## config.mk

```make
export PLATFORM = sky130hd
export DESIGN_NAME = wljs_div
export DESIGN_NICKNAME = d
export VERILOG_FILES = /design/src/rtl/wljs_pkg.sv /design/src/rtl/wljs_div.sv
export SDC_FILE = /design/constraint.sdc
export NUM_CORES = 1
export LEC_CHECK = 0
export BUFFER_PORTS_ARGS = -buffer_cell sky130_fd_sc_hd__buf_2
export CORE_MARGIN = 10
export CORE_UTILIZATION = 45
export DETAILED_ROUTE_END_ITERATION = 10
export GPL_ROUTABILITY_DRIVEN = 1
export PLACE_DENSITY = 0.68
export SLEW_MARGIN = 20
export SYNTH_ARGS = -nofsm -noshare
export SYNTH_HDL_FRONTEND = slang
export SYNTH_SLANG_ARGS = --single-unit
```

## constraint.sdc

```tcl
create_clock -name clk_i -period 4.4 [get_ports clk_i]
set_clock_uncertainty 0.15 [all_clocks]
set_input_delay 0.22 -clock clk_i [delete_from_list [all_inputs] [get_ports clk_i]]
set_output_delay 0.22 -clock clk_i [all_outputs]
set_load 0.1 [all_outputs]
```

## src/rtl/wljs_pkg.sv

```systemverilog
// Types and constants of the weighted Laplace Jacobi sweep block.
`timescale 1ns / 1ps
package wljs_pkg;

  typedef struct packed {
    logic signed [31:0] cell_potential;
    logic [29:0]        cell_conductivity;
  } in_item_t;

  typedef struct packed {
    logic [7:0]         out_row;
    logic [7:0]         out_col;
    logic signed [31:0] new_potential;
    logic               last_in_run;
    logic               sweep_done;
  } out_item_t;

  // Line store entry: conductivity over potential.
  typedef struct packed {
    logic [29:0]        cond;
    logic signed [31:0] pot;
  } entry_t;

  typedef enum logic [3:0] {
    ST_IDLE,
    ST_RD_C,
    ST_RD_N,
    ST_RD_W,
    ST_RD_E,
    ST_CAP_E,
    ST_MUL,
    ST_DIV_START,
    ST_DIV,
    ST_EMIT
  } wljs_state_e;

  localparam logic       REG_GRID_SIZE       = 1'b0;
  localparam logic       REG_APPLIED_VOLTAGE = 1'b1;
  localparam logic [8:0] GRID_SIZE_RST       = 9'd256;
  localparam int         DIV_STEPS           = 32;

endpackage

```

## src/rtl/wljs_div.sv

```systemverilog
// Iterative signed 64 by unsigned 32 divider, one quotient bit per cycle.
`timescale 1ns / 1ps
module wljs_div (
  input  logic               clk_i,
  input  logic               rst_ni,
  input  logic               start_i,
  input  logic signed [63:0] dividend_i,
  input  logic [31:0]        divisor_i,
  output logic               done_o,
  output logic signed [31:0] quotient_o
);
  import wljs_pkg::*;

  logic        busy_q, busy_d;
  logic        done_q, done_d;
  logic [4:0]  cnt_q, cnt_d;
  logic [31:0] rem_q, rem_d;
  logic [31:0] lo_q, lo_d;
  logic [31:0] dvs_q, dvs_d;
  logic        neg_q, neg_d;
  logic        zero_q, zero_d;

  logic [63:0] mag;
  logic [32:0] rem2;
  logic        ge;

  // Magnitude of the dividend; the quotient always fits 32 bits
  assign mag  = dividend_i[63] ? 64'(-dividend_i) : 64'(dividend_i);
  assign rem2 = {rem_q, lo_q[31]};
  assign ge   = rem2 >= {1'b0, dvs_q};

  // Shift in one dividend bit and subtract where it fits
  always_comb begin
    busy_d = busy_q;
    done_d = 1'b0;
    cnt_d  = cnt_q;
    rem_d  = rem_q;
    lo_d   = lo_q;
    dvs_d  = dvs_q;
    neg_d  = neg_q;
    zero_d = zero_q;
    if (start_i) begin
      busy_d = 1'b1;
      cnt_d  = '0;
      rem_d  = mag[63:32];
      lo_d   = mag[31:0];
      dvs_d  = divisor_i;
      neg_d  = dividend_i[63];
      zero_d = (divisor_i == '0);
    end else if (busy_q) begin
      rem_d = ge ? 32'(rem2 - {1'b0, dvs_q}) : rem2[31:0];
      lo_d  = {lo_q[30:0], ge};
      cnt_d = cnt_q + 5'd1;
      if (cnt_q == 5'(DIV_STEPS - 1)) begin
        busy_d = 1'b0;
        done_d = 1'b1;
      end
    end
  end

  always_ff @(posedge clk_i or negedge rst_ni) begin
    if (!rst_ni) begin
      busy_q <= 1'b0;
      done_q <= 1'b0;
      cnt_q  <= '0;
    end else begin
      busy_q <= busy_d;
      done_q <= done_d;
      cnt_q  <= cnt_d;
    end
  end

  always_ff @(posedge clk_i) begin
    rem_q  <= rem_d;
    lo_q   <= lo_d;
    dvs_q  <= dvs_d;
    neg_q  <= neg_d;
    zero_q <= zero_d;
  end

  // Apply the sign; a zero divisor gives zero
  assign done_o     = done_q;
  assign quotient_o = zero_q ? '0 : (neg_q ? -$signed(lo_q) : $signed(lo_q));

endmodule

```

==> metrics.md <==
| Metric | Value |
|---|---|
| Final Instance Count excl. Fillers | 1314 |
| Ys async rst share | 0.0667 |
| CTS tree | built |
| Crit Path Class | reg -> out |
| Cell Area, Synth | 0.00839 mm2 |
| Vias in the first global route | 7261 |
| Slowest-stage cell, CP | or4_4 |
| Setup WS post-layout | 0.166 ns |
| Die X | 157 um |
| Placer Congestion | 0.913 |
| VDD IR max | 0.301 mV |
| Max FO, Critical Path | 4 |
| First-pass GRT wire length | 38.1 mm |
| Setup violators final | 0 |
| Worst-Skew Late Latency | 0.36 ns |
| Max transition margin | 0.274 |
| Root Buffer | clkbuf_16 |
| Crit path DAT | 3.86 ns |
| GRT Total Usage | 0.193 |
| DR WL met2 | 11.3 mm |
| Remaining DRCs | 0 |
| Largest family of logic cells by synthesized area | simple AND/OR/NAND/NOR gates |
| Pleak | 4.22 nW |
| Cell Rows | 49 |
| Status | finished, final reports clean |
| IO Pins | 132 |
| Top cells by count, synth | 101 x nor2_1, 98 x edfxtp_1, 86 x xor2_1 |
| Depth of the most critical reg-to-reg path | 9 |
| Deepest clock path buffer count | 2 |
| Top sig layer | met5 |
| Adder-Cell Fraction of Synth Area | 0.0561 |
| Synthesized Nets | 1064 |
| Count leader, synth | nor2_1 |
| Worst Max-Slew Pin Slew | 1.09 ns |
| Iter 0 DRT Violations | 614 |
| DRT met1 WL | 11.1 mm |
| DR WL met3 | 1.50 mm |
| Post-Synthesis Cells | 928 |
| MaxCap Viol Count | 0 |
| Setup TNS | 0 ns |
| Register area | 0.00312 mm2 |
| Final Hold Viols | 0 |
| DRT Pass-1 Iters | 5 |
| Yosys cell types | 60 |
| Largest net degree at the start of global routing | 65 |
| Nets@finish | 1213 |
| PD cells | 518 mW/mm2 |
| Avg Vias per Cell | 5.71 |
| Crit path top cell by count | or4_4 |
| Area share of the largest cell type after synthesis | 0.351 |
| Initial Utilization | 0.462 |
| Tmin final | 4.23 ns |
| Synth warn | 0 |
| Register area share after synthesis | 0.372 |
| Post-synthesis area per instance | 9.04 um2 |
| Dpl cells | 1261 |
| Synth top area cells | edfxtp_1 35%, xor2_1 9.0%, ha_1 5.4% |
| Core area | 0.0181 mm2 |
| Critical Path End Type | primary output |
| Port Buffer Count | 131 |
| Dpl ws | 0.480 ns |
| Fin crit share | 0.962 |
| Startpoint Class | register |
| Critical Path RT | 4.03 ns |
| Area of the multi-input gates | 0.00496 mm2 |
| CP Cell Sequence | or3_4 -> or4_4 -> or4_4 -> or4_4 -> or3_4 -> o31ai_4 -> xnor2_1 -> nor2_2 -> buf_2 |
| Share of layout cells above drive strength 1 | 0.167 |
| Synthesis-to-layout area growth | 18.3% |
| Post-Route WL | 24.2 mm |
| WL per Instance | 18.4 um |
| HP Class | in -> async |
| Simple-gate share of the synthesized area | 0.183 |
| XOR/XNOR Fraction of Synth Area | 0.121 |
| DIE AREA | 0.0245 mm2 |
| Fillcell total | 1671 |
| ANT nets after route | 0 |
| Num CTS Buffers | 9 |
| Vias | 7498 |
| Vert. Die Dim | 157 um |
| H-tree Lvls | 3 |
| RSZ-0062 raised after global routing | no |
| Final slew viol count | 0 |
| Gr ovfl total | 0 |
| Fmax | 0.236 GHz |
| Mux contribution to synthesized area | 0.0507 |
| Synth Area in Compound Gates | 0.180 |
| CTS clk-pin slew, worst paths | 0.07 ns |
| Yosys top cell by area | edfxtp_1 |
| Post-synth EDFFs | 98 |
| #FFs+latches synth | 105 |
| Top_reg_cell synth | edfxtp_1 |
| Worst path max stage delay | 0.52 ns |
| Post-DP HPWL | 18.4 mm |
| CTS sink cnt | 105 |
| Initial antenna violation count | 3 |
metal layers:
layer / GRT usage / vias up
met5: 0 / -
met1: 0.260 / 3554
li1: - / 3718
met3: 0.0499 / 23
met4: 0.0360 / 2
met2: 0.308 / 201
cell type report:
class | instances | share of cell area
Clock buffer | 11 | 0.0245
Multi-Input combinational cell | 740 | 0.500
Timing Repair Buffer | 175 | 0.110
Clock inverter | 5 | 0.00378
Inverter | 46 | 0.0174
Sequential cell | 105 | 0.314
Antenna cell | 3 | 0.000756
Tap cell | 229 | 0.0289
registers in the layout, indices dropped and copies added (netlist names):
| name | cells |
|---|---|
| busy_q | 1 |
| cnt_q | 5 |
| done_o | 1 |
| dvs_q | 32 |
| lo_q | 32 |
| neg_q | 1 |
| rem_q | 32 |
| zero_q | 1 |
stage by stage:
step / util / hold slack, ns / instance area, um2 / power (mW)
floorplan: - / -0.226 / 8400 / 3.64
global placement: 0.512 / -0.0889 / 9290 / 4.28
detailed placement: 0.512 / -0.0875 / 9290 / 4.29
CTS: 0.545 / 0.0507 / 9900 / 5.12
global route: 0.547 / 0.0657 / 9920 / 5.49
finish: 0.547 / 0.0566 / 9930 / 5.14
worst max-delay path: cells and delay by family, from the launching register on:
family                 cells  cell delay [ns]
buffers and inverters      1             0.42
AND/OR/NAND/NOR            6             2.33
AO/OA/AOI/OAI              1             0.19
flip-flops                 1             0.44
XOR/XNOR                   1             0.11
cells by family (layout without fill, tap and decap cells):
family,Yosys count,count (layout)
xor gates and xnor gates,116,116
buffers and inverters,83,237
DFF,105,105
muxes,42,42
and+or+nand+nor,311,311
AOI/OAI and AO/OA,234,234
adders and majority gates,37,37
other,0,3
final timing paths:
check	start	to	slack, ns
min in group clk_i	dividend_i[10]	lo_q[10]	0.12
min reg2reg	cnt_q[4]	cnt_q[4]	0.40
max	lo_q[12]	quotient_o[31]	0.17
min	rst_ni	done_o	0.06
max reg2reg	rem_q[20]	rem_q[8]	0.82
max in group asynchronous	rst_ni	cnt_q[3]	3.89
placed cells by master, fill, tap and decap left out, drive strengths merged, types with 3 or more instances in the layout:
master and n:
a31oi 5, xor2 86, a22oi 6, nor4 16, a211oi 6, a21oi 74, a211o 3, nand2b 9
and3 6, clkbuf 13, mux2i 38, or4 13, dlygate4sd3 33, or3 18, o31ai 30, nor2 101
dfrtp 7, nor2b 6, diode 3, nor3 17, and2 3, o21ai 51, o21a 6, or2 8
o41ai 14, nand3 22, nand4 14, ha 36, mux2 4, buf 140, nand2 68, edfxtp 98
xnor2 30, inv 49, a21o 23
power breakdown:
group	switching (mW)	internal, mW	leakage, nW	total (mW)
Clock	0.387	0.405	0.141	0.792
Combinational	1.71	1.08	2.99	2.79
Sequential	0.180	1.38	1.09	1.56
Total	2.28	2.87	4.22	5.14
repair_timing:
action,in CTS,in global routing
endpoints found under the setup margin,0,2
hold buffers,33,0
resized for setup,0,2
endpoints found under the hold margin,39,0
setup buffers,0,0
Power figures use the tool's default switching activity.
